**config.mk**
```make
export PLATFORM = sky130hd
export DESIGN_NAME = format_string_integer_formatter_core
export DESIGN_NICKNAME = d
export VERILOG_FILES = /design/src/fsi_pkg.sv /design/src/fsi_digit_unit.sv /design/src/format_string_integer_formatter_core.sv
export VERILOG_INCLUDE_DIRS = /design/src /design/src/src
export SDC_FILE = /design/constraint.sdc
export NUM_CORES = 1
export LEC_CHECK = 0
export ABC_AREA = 0
export BUFFER_PORTS_ARGS = -buffer_cell sky130_fd_sc_hd__clkbuf_2
export CAP_MARGIN = 20
export CORE_MARGIN = 8
export CORE_UTILIZATION = 50
export CTS_CLUSTER_DIAMETER = 150
export CTS_CLUSTER_SIZE = 28
export DETAILED_ROUTE_END_ITERATION = 10
export HOLD_SLACK_MARGIN = 0.02
export PLACE_DENSITY_LB_ADDON = 0.2
export SETUP_SLACK_MARGIN = 0.2
export SYNTH_ARGS = -nofsm -noshare
export SYNTH_HDL_FRONTEND = slang
export SYNTH_HIERARCHICAL = 1
export SYNTH_SLANG_ARGS = --single-unit
```
**constraint.sdc**
```tcl
create_clock -name aclk -period 9.3 [get_ports aclk]
set_clock_uncertainty 0.05 [all_clocks]
set_input_delay 0.465 -clock aclk [delete_from_list [all_inputs] [get_ports aclk]]
set_output_delay 0.465 -clock aclk [all_outputs]
set_load 0.005 [all_outputs]
```
**src/assert_macros.svh**
```systemverilog
// ----------------------------------------------------------------------------
// assert_macros.svh
// Shared assertion macros for the formatter RTL.
// ----------------------------------------------------------------------------
`ifndef ASSERT_MACROS_SVH
`define ASSERT_MACROS_SVH

// Check that a condition holds at every clock edge outside reset.
`define ASSERT_ALWAYS(lbl, clk, rstn, cond) \
    lbl: assert property (@(posedge clk) disable iff (!rstn) (cond)) \
        else $error("%m: invariant violated");

// Check that a consequent holds in the cycle of its antecedent.
`define ASSERT_IMPL(lbl, clk, rstn, ante, cons) \
    lbl: assert property (@(posedge clk) disable iff (!rstn) (ante) |-> (cons)) \
        else $error("%m: implication violated");

// Check that a consequent holds in the cycle after its antecedent.
`define ASSERT_NEXT(lbl, clk, rstn, ante, cons) \
    lbl: assert property (@(posedge clk) disable iff (!rstn) (ante) |=> (cons)) \
        else $error("%m: next-cycle implication violated");

`endif

```
**src/fsi_pkg.sv**
```systemverilog
// ----------------------------------------------------------------------------
// fsi_pkg
// Types, constants and helpers shared by the integer formatter modules.
// ----------------------------------------------------------------------------
package fsi_pkg;

    localparam int unsigned ARG_W    = 32;
    localparam int unsigned CHAR_W   = 8;
    // fmt_char and arg_value packed, filled up to whole bytes
    localparam int unsigned IN_W     = ((CHAR_W + ARG_W + 7) / 8) * 8;
    localparam int unsigned OUT_W    = 8;

    // Most digits a value can produce (octal is the longest).
    localparam int unsigned DEPTH    = (ARG_W + 2) / 3;
    localparam int unsigned CNT_W    = $clog2(DEPTH + 1);

    // Reciprocal of ten: floor(v / 10) == (v * RECIP10) >> RECIP_SH for any ARG_W-bit v.
    localparam int unsigned RECIP_SH = ARG_W + 4;
    localparam logic [ARG_W:0] RECIP10 =
        (ARG_W + 1)'(((72'd1 << RECIP_SH) + 72'd9) / 72'd10);
    localparam int unsigned PROD_W   = 2 * ARG_W + 1;

    // Characters
    localparam logic [CHAR_W-1:0] CH_NUL     = 8'h00;
    localparam logic [CHAR_W-1:0] CH_PERCENT = 8'h25;
    localparam logic [CHAR_W-1:0] CH_MINUS   = 8'h2d;
    localparam logic [CHAR_W-1:0] CH_LOW_C   = 8'h63;
    localparam logic [CHAR_W-1:0] CH_LOW_D   = 8'h64;
    localparam logic [CHAR_W-1:0] CH_LOW_I   = 8'h69;
    localparam logic [CHAR_W-1:0] CH_LOW_U   = 8'h75;
    localparam logic [CHAR_W-1:0] CH_LOW_O   = 8'h6f;
    localparam logic [CHAR_W-1:0] CH_LOW_X   = 8'h78;
    localparam logic [CHAR_W-1:0] CH_UP_X    = 8'h58;
    localparam logic [CHAR_W-1:0] CH_ZERO    = 8'h30;
    // 'a' minus ten, so digit value ten maps onto 'a'
    localparam logic [CHAR_W-1:0] CH_HEX_OFS = 8'h57;

    typedef enum logic [1:0] {
        BASE_DEC,
        BASE_OCT,
        BASE_HEX
    } fsi_base_t;

    typedef enum logic [1:0] {
        ST_IDLE,
        ST_DIGITS,
        ST_OUT
    } fsi_state_t;

    typedef struct packed {
        logic             load;
        logic             step;
        fsi_base_t        base;
        logic [ARG_W-1:0] value;
    } fsi_ctrl_t;

    typedef struct packed {
        logic       dig_valid;
        logic [3:0] digit;
        logic       final_dig;
    } fsi_stat_t;

    function automatic logic [CHAR_W-1:0] digit_char(input logic [3:0] d);
        logic [CHAR_W-1:0] ch;
        if (d < 4'd10) begin
            ch = CH_ZERO + {4'h0, d};
        end else begin
            ch = CH_HEX_OFS + {4'h0, d};
        end
        return ch;
    endfunction

endpackage

```
**src/fsi_digit_unit.sv**
```systemverilog
// ----------------------------------------------------------------------------
// fsi_digit_unit
// Shared digit extractor: peels the least significant digit off a value, by
// shift for octal and hex on each step, by reciprocal multiply for decimal.
// ----------------------------------------------------------------------------
`include "assert_macros.svh"

module fsi_digit_unit (
    input  logic              aclk,
    input  logic              aresetn,
    input  fsi_pkg::fsi_ctrl_t ctrl,
    output fsi_pkg::fsi_stat_t stat
);
    import fsi_pkg::*;

    logic [ARG_W-1:0]  val_reg;
    logic [ARG_W-1:0]  val_next;
    fsi_base_t         base_reg;
    logic              phase_reg;
    logic [PROD_W-1:0] prod_reg;
    logic [ARG_W-1:0]  quot;
    logic [3:0]        q_times10;
    logic [3:0]        dec_rem;
    logic [3:0]        digit;

    // Decimal runs in two phases: multiply, then take quotient and remainder
    always_ff @(posedge aclk) begin
        if (!aresetn) begin
            phase_reg <= 1'b0;
        end else if (ctrl.load) begin
            phase_reg <= 1'b0;
        end else if (ctrl.step && base_reg == BASE_DEC) begin
            phase_reg <= ~phase_reg;
        end
    end

    always_ff @(posedge aclk) begin
        if (ctrl.load) begin
            val_reg  <= ctrl.value;
            base_reg <= ctrl.base;
        end else if (stat.dig_valid) begin
            val_reg  <= val_next;
        end
        if (ctrl.step && base_reg == BASE_DEC && !phase_reg) begin
            prod_reg <= PROD_W'(val_reg) * PROD_W'(RECIP10);
        end
    end

    always_comb begin
        quot      = ARG_W'(prod_reg[PROD_W-1:RECIP_SH]);
        // low nibble of quot * 10 is enough, the remainder is below ten
        q_times10 = {quot[0], 3'b000} + {quot[2:0], 1'b0};
        dec_rem   = val_reg[3:0] - q_times10;
        case (base_reg)
            BASE_DEC: begin
                digit    = dec_rem;
                val_next = quot;
            end
            BASE_OCT: begin
                digit    = {1'b0, val_reg[2:0]};
                val_next = val_reg >> 3;
            end
            BASE_HEX: begin
                digit    = val_reg[3:0];
                val_next = val_reg >> 4;
            end
            default: begin
                digit    = val_reg[3:0];
                val_next = '0;
            end
        endcase
        stat.dig_valid = ctrl.step && (base_reg != BASE_DEC || phase_reg);
        stat.digit     = digit;
        stat.final_dig = (val_next == '0);
    end

    `ASSERT_IMPL(a_dec_digit_range, aclk, aresetn, stat.dig_valid && base_reg == BASE_DEC, digit < 4'd10)
    `ASSERT_IMPL(a_oct_digit_range, aclk, aresetn, stat.dig_valid && base_reg == BASE_OCT, digit < 4'd8)
    `ASSERT_NEXT(a_dec_phase_flip, aclk, aresetn, ctrl.step && !ctrl.load && base_reg == BASE_DEC && !phase_reg, phase_reg)

endmodule

```
**src/format_string_integer_formatter_core.sv**
```systemverilog
// ----------------------------------------------------------------------------
// format_string_integer_formatter_core
// Streaming printf-style formatter: echoes format characters and renders
// %c %d %i %u %o %x %X %% from the argument word of the same input word.
//
//   channel | dir | tdata                                 | tlast
//   s_      | in  | [7:0] fmt_char, [39:8] arg_value       | -
//   m_      | out | [7:0] out_char                        | last_char
//
// A plain character or %c / %% passes straight into the output register.
// A number is split into digits in the shared digit unit (shift for octal and
// hex, multiply then remainder for decimal), then sent out one character at a
// time, any minus sign first, while m_tready low stalls the output.
// s_tready is high only in idle with the output register free or draining.
// Reset (aresetn low, synchronous) clears the percent flag, state and m_tvalid.
// ----------------------------------------------------------------------------
`include "assert_macros.svh"

module format_string_integer_formatter_core (
    input  logic                        aclk,
    input  logic                        aresetn,
    input  logic                        s_tvalid,
    output logic                        s_tready,
    input  logic [fsi_pkg::IN_W-1:0]    s_tdata,   // [7:0] fmt_char, [39:8] arg_value
    output logic                        m_tvalid,
    input  logic                        m_tready,
    output logic [fsi_pkg::OUT_W-1:0]   m_tdata,   // [7:0] out_char
    output logic                        m_tlast    // last_char
);
    import fsi_pkg::*;

    fsi_state_t              state_reg, state_next;
    logic                    after_pct_reg, after_pct_next;
    logic                    sign_reg, sign_next;
    logic [CNT_W-1:0]        cnt_reg, cnt_next;
    logic [DEPTH-1:0][3:0]   stk_reg, stk_next;
    logic                    out_valid_reg, out_valid_next;
    logic [CHAR_W-1:0]       out_char_reg, out_char_next;
    logic                    out_last_reg, out_last_next;

    fsi_ctrl_t               ctrl;
    fsi_stat_t               stat;

    logic [CHAR_W-1:0]       fmt;
    logic [ARG_W-1:0]        arg;
    logic                    accept;
    logic                    out_free;

    // decode of the incoming word
    logic                    dec_emit;
    logic [CHAR_W-1:0]       dec_char;
    logic                    dec_num;
    fsi_base_t               dec_base;
    logic                    dec_neg;
    logic                    dec_after;

    fsi_digit_unit u_digit (
        .aclk    (aclk),
        .aresetn (aresetn),
        .ctrl    (ctrl),
        .stat    (stat)
    );

    assign fmt      = s_tdata[CHAR_W-1:0];
    assign arg      = s_tdata[CHAR_W +: ARG_W];
    assign out_free = !out_valid_reg || m_tready;
    assign s_tready = (state_reg == ST_IDLE) && out_free;
    assign accept   = s_tvalid && s_tready;

    always_comb begin
        dec_emit  = 1'b0;
        dec_char  = fmt;
        dec_num   = 1'b0;
        dec_base  = BASE_DEC;
        dec_neg   = 1'b0;
        dec_after = 1'b0;
        if (fmt == CH_NUL) begin
            dec_after = 1'b0;
        end else if (!after_pct_reg) begin
            if (fmt == CH_PERCENT) begin
                dec_after = 1'b1;
            end else begin
                dec_emit = 1'b1;
            end
        end else begin
            case (fmt)
                CH_LOW_C: begin
                    dec_emit = 1'b1;
                    dec_char = arg[CHAR_W-1:0];
                end
                CH_PERCENT: begin
                    dec_emit = 1'b1;
                    dec_char = CH_PERCENT;
                end
                CH_LOW_D, CH_LOW_I: begin
                    dec_num = 1'b1;
                    dec_neg = arg[ARG_W-1];
                end
                CH_LOW_U: begin
                    dec_num = 1'b1;
                end
                CH_LOW_O: begin
                    dec_num  = 1'b1;
                    dec_base = BASE_OCT;
                end
                CH_LOW_X, CH_UP_X: begin
                    dec_num  = 1'b1;
                    dec_base = BASE_HEX;
                end
                default: begin
                    dec_emit = 1'b0;
                end
            endcase
        end
    end

    // next state
    always_comb begin
        state_next = state_reg;
        case (state_reg)
            ST_IDLE: begin
                if (accept && dec_num) begin
                    state_next = ST_DIGITS;
                end
            end
            ST_DIGITS: begin
                if (stat.dig_valid && stat.final_dig) begin
                    state_next = ST_OUT;
                end
            end
            ST_OUT: begin
                if (out_free && !sign_reg && cnt_reg == CNT_W'(1)) begin
                    state_next = ST_IDLE;
                end
            end
            default: begin
                state_next = ST_IDLE;
            end
        endcase
    end

    // datapath and outputs
    always_comb begin
        after_pct_next = after_pct_reg;
        sign_next      = sign_reg;
        cnt_next       = cnt_reg;
        stk_next       = stk_reg;
        out_valid_next = out_valid_reg && !m_tready;
        out_char_next  = out_char_reg;
        out_last_next  = out_last_reg;
        ctrl.load      = 1'b0;
        ctrl.step      = 1'b0;
        ctrl.base      = dec_base;
        ctrl.value     = dec_neg ? (ARG_W'(0) - arg) : arg;
        case (state_reg)
            ST_IDLE: begin
                if (accept) begin
                    after_pct_next = dec_after;
                    sign_next      = dec_neg;
                    cnt_next       = '0;
                    ctrl.load      = dec_num;
                    if (dec_emit) begin
                        out_valid_next = 1'b1;
                        out_char_next  = dec_char;
                        out_last_next  = 1'b1;
                    end
                end
            end
            ST_DIGITS: begin
                ctrl.step = 1'b1;
                if (stat.dig_valid) begin
                    // push: newest digit is the most significant so far
                    stk_next = {stk_reg[DEPTH-2:0], stat.digit};
                    cnt_next = cnt_reg + CNT_W'(1);
                end
            end
            ST_OUT: begin
                if (out_free) begin
                    out_valid_next = 1'b1;
                    if (sign_reg) begin
                        out_char_next = CH_MINUS;
                        out_last_next = 1'b0;
                        sign_next     = 1'b0;
                    end else begin
                        out_char_next = digit_char(stk_reg[0]);
                        out_last_next = (cnt_reg == CNT_W'(1));
                        stk_next      = {4'h0, stk_reg[DEPTH-1:1]};
                        cnt_next      = cnt_reg - CNT_W'(1);
                    end
                end
            end
            default: begin
                ctrl.step = 1'b0;
            end
        endcase
    end

    always_ff @(posedge aclk) begin
        if (!aresetn) begin
            state_reg     <= ST_IDLE;
            after_pct_reg <= 1'b0;
            sign_reg      <= 1'b0;
            cnt_reg       <= '0;
            out_valid_reg <= 1'b0;
        end else begin
            state_reg     <= state_next;
            after_pct_reg <= after_pct_next;
            sign_reg      <= sign_next;
            cnt_reg       <= cnt_next;
            out_valid_reg <= out_valid_next;
        end
    end

    always_ff @(posedge aclk) begin
        stk_reg      <= stk_next;
        out_char_reg <= out_char_next;
        out_last_reg <= out_last_next;
    end

    assign m_tvalid = out_valid_reg;
    assign m_tdata  = out_char_reg;
    assign m_tlast  = out_last_reg;

    `ASSERT_ALWAYS(a_cnt_bound, aclk, aresetn, cnt_reg <= CNT_W'(DEPTH))
    `ASSERT_IMPL(a_out_nonempty, aclk, aresetn, state_reg == ST_OUT, cnt_reg != '0)
    `ASSERT_IMPL(a_push_in_digits, aclk, aresetn, stat.dig_valid, state_reg == ST_DIGITS)

endmodule

```
==> results of run 1 <==
[critical path: stages, from the launching register on]
cell and delay [ps]:
edfxtp_1 590, ha_1 600, xor2_1 550, xor2_1 230
fa_1 510, fa_1 630, fa_1 470, fa_1 460
fa_1 490, inv_1 50, fa_1 470, inv_1 40
ha_1 330, and4_1 290, and4_1 300, nand3_1 130
nor4_2 550, nor3_1 250, o31ai_1 800, a31oi_1 290
a31oi_1 250, xor2_1 230
[path summary, 6_finish.rpt]
kind	endpoint	slack, ps	depth (start not counted)
hold / removal	after_pct_reg$_SDFFE_PN0P_	360	2
setup reg to reg	u_digit/prod_reg[59]$_DFFE_PP_	550	21
setup / recovery	u_digit/prod_reg[59]$_DFFE_PP_	550	21
hold reg to reg	state_reg[1]$_SDFFE_PN0P_	430	2
[cell families (layout without fill, tap and decap cells)]
| logic type | Yosys count | count (layout) | share of synthesized area |
|---|---|---|---|
| AOI/OAI and AO/OA | 306 | 306 | 0.0845 |
| xor gates and xnor gates | 115 | 115 | 0.0424 |
| adders and majority gates | 741 | 741 | 0.512 |
| buffers and inverters | 582 | 642 | 0.0927 |
| DFF | 126 | 126 | 0.155 |
| muxes | 100 | 100 | 0.0457 |
| and+or+nand+nor | 306 | 306 | 0.0675 |
[report_power, final]
part           total [uW]  leakage, uW  internal (uW)  switching [uW]
Clock                 680     0.000290            404             276
Sequential            614      0.00114            613           0.834
Combinational        54.0       0.0114           21.2            32.7
[placed cells by master (no fill, tap or decap), types with 10 or more instances in the layout]
| master | netlist | layout |
|---|---|---|
| xnor2_1 | 45 | 45 |
| xor2_1 | 70 | 70 |
| clkbuf_16 | 0 | 17 |
| o21ai_0 | 69 | 69 |
| and3_1 | 13 | 13 |
| mux2_2 | 67 | 67 |
| edfxtp_1 | 116 | 116 |
| nor2b_1 | 14 | 13 |
| clkbuf_2 | 0 | 54 |
| a31oi_1 | 12 | 12 |
| buf_4 | 1 | 14 |
| o21bai_1 | 12 | 12 |
| fa_1 | 386 | 386 |
| a21o_1 | 56 | 56 |
| and2_1 | 20 | 20 |
| nor3_1 | 11 | 11 |
| ha_1 | 355 | 354 |
| nand4_1 | 17 | 17 |
| nor2_1 | 45 | 43 |
| nand2_1 | 105 | 105 |
| dfxtp_1 | 10 | 10 |
| nor4_1 | 17 | 16 |
| a21oi_1 | 81 | 81 |
| inv_1 | 540 | 540 |
| mux2i_1 | 33 | 33 |
| nand3_1 | 18 | 18 |
[per-layer routing]
metal	GRT usage	part of all wire
met4	0.105	0.046
met1	0.339	0.42
met3	0.0386	0.053
met5	0	0.00017
met2	0.441	0.48
[area by class of cell]
type,count,area share
well taps,615,0.0303
clock inverters,15,0.00695
clock buffers,17,0.0168
inverters,541,0.0800
multi-input cells,1568,0.705
repair buffers,69,0.0156
flip-flops and latches,126,0.145
[stage by stage]
stage / instance area, um^2 / power, uW
5_1_grt: 25400 / 1390
3_5_place_dp: 24800 / 679
6_report: 25400 / 1350
2_1_floorplan: 23800 / 651
3_3_place_gp: 24800 / 678
4_1_cts: 25400 / 1360
[what timing repair did]
| item | CTS | global route |
|---|---|---|
| gates resized for setup | 0 | 1 |
| buffers inserted | 0 | 0 |
| endpoints found under the setup margin | 0 | 5 |
==> metrics.txt, run 1 <==
outcome=completed; DP Wirelength=60.6 mm; #FFs+latches synth=126; die area=54700 um^2; Reg clk slew, reported paths=60 ps; Syn Inst Count=2276; max FFs per register=44; vias in the first global route=17681; initial core utilization=0.502; Vias=16442; post-layout util=0.536; first-pass GRT wire length=106 mm; Leak=0.0128 uW; Post-synth top flop=edfxtp_1; startpoint types=register; Critical Path Start=u_digit/val_reg[3]$_DFFE_PP_; H-tree levels=4; Post-DRT Antenna Nets=0; Bufs on Longest Clock Path=2; Port Buffers=54; EDFF count, synth=116; gr usage total=0.262; syn_area_per_cell=10.4 um^2; worst-path fanout max=11; area leader, netlist=fa_1; Post-Place Worst Slack=386 ps; pwr dens=53.1 nW/um^2; CP Capture Type=register; Clock Sink Count=126; core area=47300 um^2; DIE HEIGHT=234 um; minimum clock period=8750 ps; Yosys warnings=6; DR iter-0 viols=1027; ANT cells=0; Hold Violations, Final=0; Layout fillers=4254; ratio of cells with drive above 1 in the final layout=0.0852; worst min-delay path category=in2reg; fin crit share=0.941; Area growth syn-to-layout=6.83%; FP Rows=80; Multi-input gate area=17900 um^2; Placed Cells=2919; Slew Limit Headroom=0.365; worst r2r src=u_digit/val_reg[3]$_DFFE_PP_; clk_lat worst skew=430 ps; cts bufs inserted=17; sequential-to-total area share from yosys stat=0.155; nets=3108; setup_tns=0 ps; clock root buffer=clkbuf_16; initial antenna violation count=1; CTS tree=built; top cell type's share of synthesized area=0.325; DRC violations left=0; worst setup margin=546 ps; max cap viols=0; Area contributors post-synth=fa_1 33%, ha_1 19%, edfxtp_1 15%, inv_1 8.5%, mux2_2 3.2%; maximum vdd drop=0.125 mV; final setup fails=0; Hold Buf Count CTS=0; Highest Clock Rate=114 MHz; Avg WL per Cell=23.5 um; Hold WS=362 ps; crit path DAT=8950 ps; FF+latch area=3680 um^2; HP Start=aresetn; Post-Synthesis Net Count=3061; CP required=9490 ps; gp weighted congestion=0.983; Die W=234 um; Layout Cells excl Fill=2951; CP Class=reg2reg; Synth cell types=81; Post-synth top cells=540 x inv_1, 386 x fa_1, 355 x ha_1; Slew Limit Fails=0; worst slew pin tran=952 ps; # IOs=55; gr ovfl total=0; top-count cell post-synth=inv_1; DRT Pass-1 Iters=8; asr flop ratio synth=0; Routed WL=69.3 mm; RSZ-0062 raised after global routing=false; vias per inst=5.57; Cell Area, Synth=23800 um^2; largest net degree at the start of global routing=60
Power figures use the tool's default switching activity.
==> inputs of run 2 (changes only) <==
--- a/config.mk
+++ b/config.mk
@@ -16,6 +16,7 @@
 export DETAILED_ROUTE_END_ITERATION = 10
 export HOLD_SLACK_MARGIN = 0.02
 export PLACE_DENSITY_LB_ADDON = 0.2
+export RECOVER_POWER = 100
 export SETUP_SLACK_MARGIN = 0.2
 export SYNTH_ARGS = -nofsm -noshare
 export SYNTH_HDL_FRONTEND = slang
==> run 2 against run 1 <==
Against the previous run:
- the flow now finishes with violations (capacitance limit, slew limit)
- first-iteration DRC count grew 8.6%
- cell count is the same
- fmax is essentially flat
- wire length is essentially flat
- largest power group unchanged
==> metrics.txt, run 2 (synthesis results as in run 1) <==
DP Wirelength=60.6 mm (unchanged); Routed WL=69.3 mm (about the same); Slew Limit Headroom=-0.913 (was 0.365); max cap viols=6 (was 0); vias in the first global route=17681 (unchanged); worst r2r src=u_digit/val_reg[3]$_DFFE_PP_ (unchanged); maximum vdd drop=0.125 mV (about the same); post-CTS setup buffers=0 (unchanged); Reg clk slew, reported paths=60 ps (about the same); Slew Limit Fails=229 (was 0); minimum clock period=8750 ps (about the same); gr ovfl total=0 (unchanged); max FFs per register=44 (unchanged); gp weighted congestion=0.983 (unchanged); Highest Clock Rate=114 MHz (about the same); vias per inst=5.58 (was 5.57); Vias=16457 (was 16442); fin crit share=0.941 (about the same); CTS tree=built (unchanged); gr usage total=0.262 (unchanged); failing checks=capacitance limit, slew limit; FP Rows=80 (unchanged); worst-path fanout max=11 (unchanged); Avg WL per Cell=23.5 um (about the same); Leak=0.0127 uW (was 0.0128 uW); initial antenna violation count=1 (unchanged); DIE HEIGHT=234 um (unchanged); worst setup margin=546 ps (about the same); RSZ-0062 raised after global routing=false (unchanged); DRC violations left=0 (unchanged); ANT cells=0 (unchanged); startpoint types=register (unchanged); CP Capture Type=register (unchanged); Hold Violations, Final=0 (unchanged); Area growth syn-to-layout=6.36% (was 6.83%); FF-to-FF setup slack=550 ps (about the same); Hold Buf Count CTS=0 (unchanged); clk_lat worst skew=430 ps (about the same); Port Buffers=54 (unchanged); pwr dens=53.3 nW/um^2 (was 53.1 nW/um^2); initial core utilization=0.502 (unchanged); commonest non-fill, non-tap cell in the layout=inv_1 (unchanged); ratio of cells with drive above 1 in the final layout=0.0728 (was 0.0852); Critical Path Start=u_digit/val_reg[3]$_DFFE_PP_ (unchanged); crit path DAT=8940 ps (was 8950 ps); Post-DRT Antenna Nets=0 (unchanged); die area=54700 um^2 (unchanged); clock root buffer=clkbuf_16 (unchanged); final setup fails=0 (unchanged); core area=47300 um^2 (unchanged); Bufs on Longest Clock Path=2 (unchanged); CP Class=reg2reg (unchanged); HP Start=aresetn (unchanged); Die W=234 um (unchanged); first-pass GRT wire length=106 mm (unchanged); H-tree levels=4 (unchanged); nets=3108 (unchanged); largest net degree at the start of global routing=60 (unchanged); cts bufs inserted=17 (unchanged); Clock Sink Count=126 (unchanged); # IOs=55 (unchanged); DRT Pass-1 Iters=6 (was 8); CP required=9490 ps (about the same); outcome=finished, violations left (was completed); worst min-delay path category=in2reg (unchanged); Post-Place Worst Slack=386 ps (unchanged); most frequent cells in the layout=540 x inv_1, 386 x fa_1, 355 x ha_1, 116 x edfxtp_1, 105 x nand2_1 (was 540 x inv_1, 386 x fa_1, 354 x ha_1, 116 x edfxtp_1, 105 x nand2_1); worst slew pin tran=2870 ps (was 952 ps); DR iter-0 viols=1115 (was 1027); setup_tns=0 ps (unchanged)
[run 2: power by group]
group / total [uW] / leakage (uW) / internal [uW] / switching [uW]
logic: 53.3 / 0.0113 / 20.8 / 32.6
registers: 614 / 0.00114 / 613 / 0.852
clock network: 679 / 0.000290 / 404 / 275
[run 2: final timing paths]
check	cells after the start	end
setup / recovery	21	u_digit/prod_reg[59]$_DFFE_PP_
setup reg to reg	21	u_digit/prod_reg[59]$_DFFE_PP_
hold reg to reg	2	state_reg[1]$_SDFFE_PN0P_
hold / removal	2	after_pct_reg$_SDFFE_PN0P_
[run 2: layer usage]
layer	wire length, um	up-vias	part of all wire	track usage
met3	3760	124	0.054	0.0386
met4	3230	2	0.047	0.105
li1	-	7530	-	-
met1	29000	8311	0.42	0.339
met5	12	-	0.00017	0
met2	33300	490	0.48	0.441
[run 2: stage by stage]
stage	std cells	utilization	cell area [um^2]	power (uW)	hold WS [ps]
2_1_floorplan	2276	-	23800	651	401
3_3_place_gp	2918	0.523	24800	678	414
3_5_place_dp	2919	0.523	24800	679	426
4_1_cts	2951	0.536	25400	1360	351
5_1_grt	2951	0.534	25300	1390	372
6_report	2951	0.534	25300	1350	361
[run 2: worst max-delay path, cell delays in order, from the launching register on]
cell	delay [ps]
edfxtp_1	580
ha_1	610
xor2_1	540
xor2_1	230
fa_1	510
fa_1	630
fa_1	470
fa_1	460
fa_1	490
inv_1	50
fa_1	470
inv_1	40
ha_1	330
and4_1	290
and4_1	310
nand3_1	130
nor4_2	550
nor3_1	250
o31ai_1	790
a31oi_1	290
a31oi_1	240
xor2_1	240
[run 2: cell type report]
class / count / area, um^2
Inverter: 541 / 2030
Clock inverter: 15 / 176
Fill cell: 4278 / 22100
Tap cell: 615 / 769
Sequential cell: 126 / 3680
Multi-Input combinational cell: 1568 / 17800
Clock buffer: 17 / 425
Timing Repair Buffer: 69 / 354
[run 2: timing repair]
item / in CTS / in global routing
endpoints found under the setup margin: 0 / 5
endpoints found under the hold margin: 0 / 0
gates resized for setup: 0 / 1
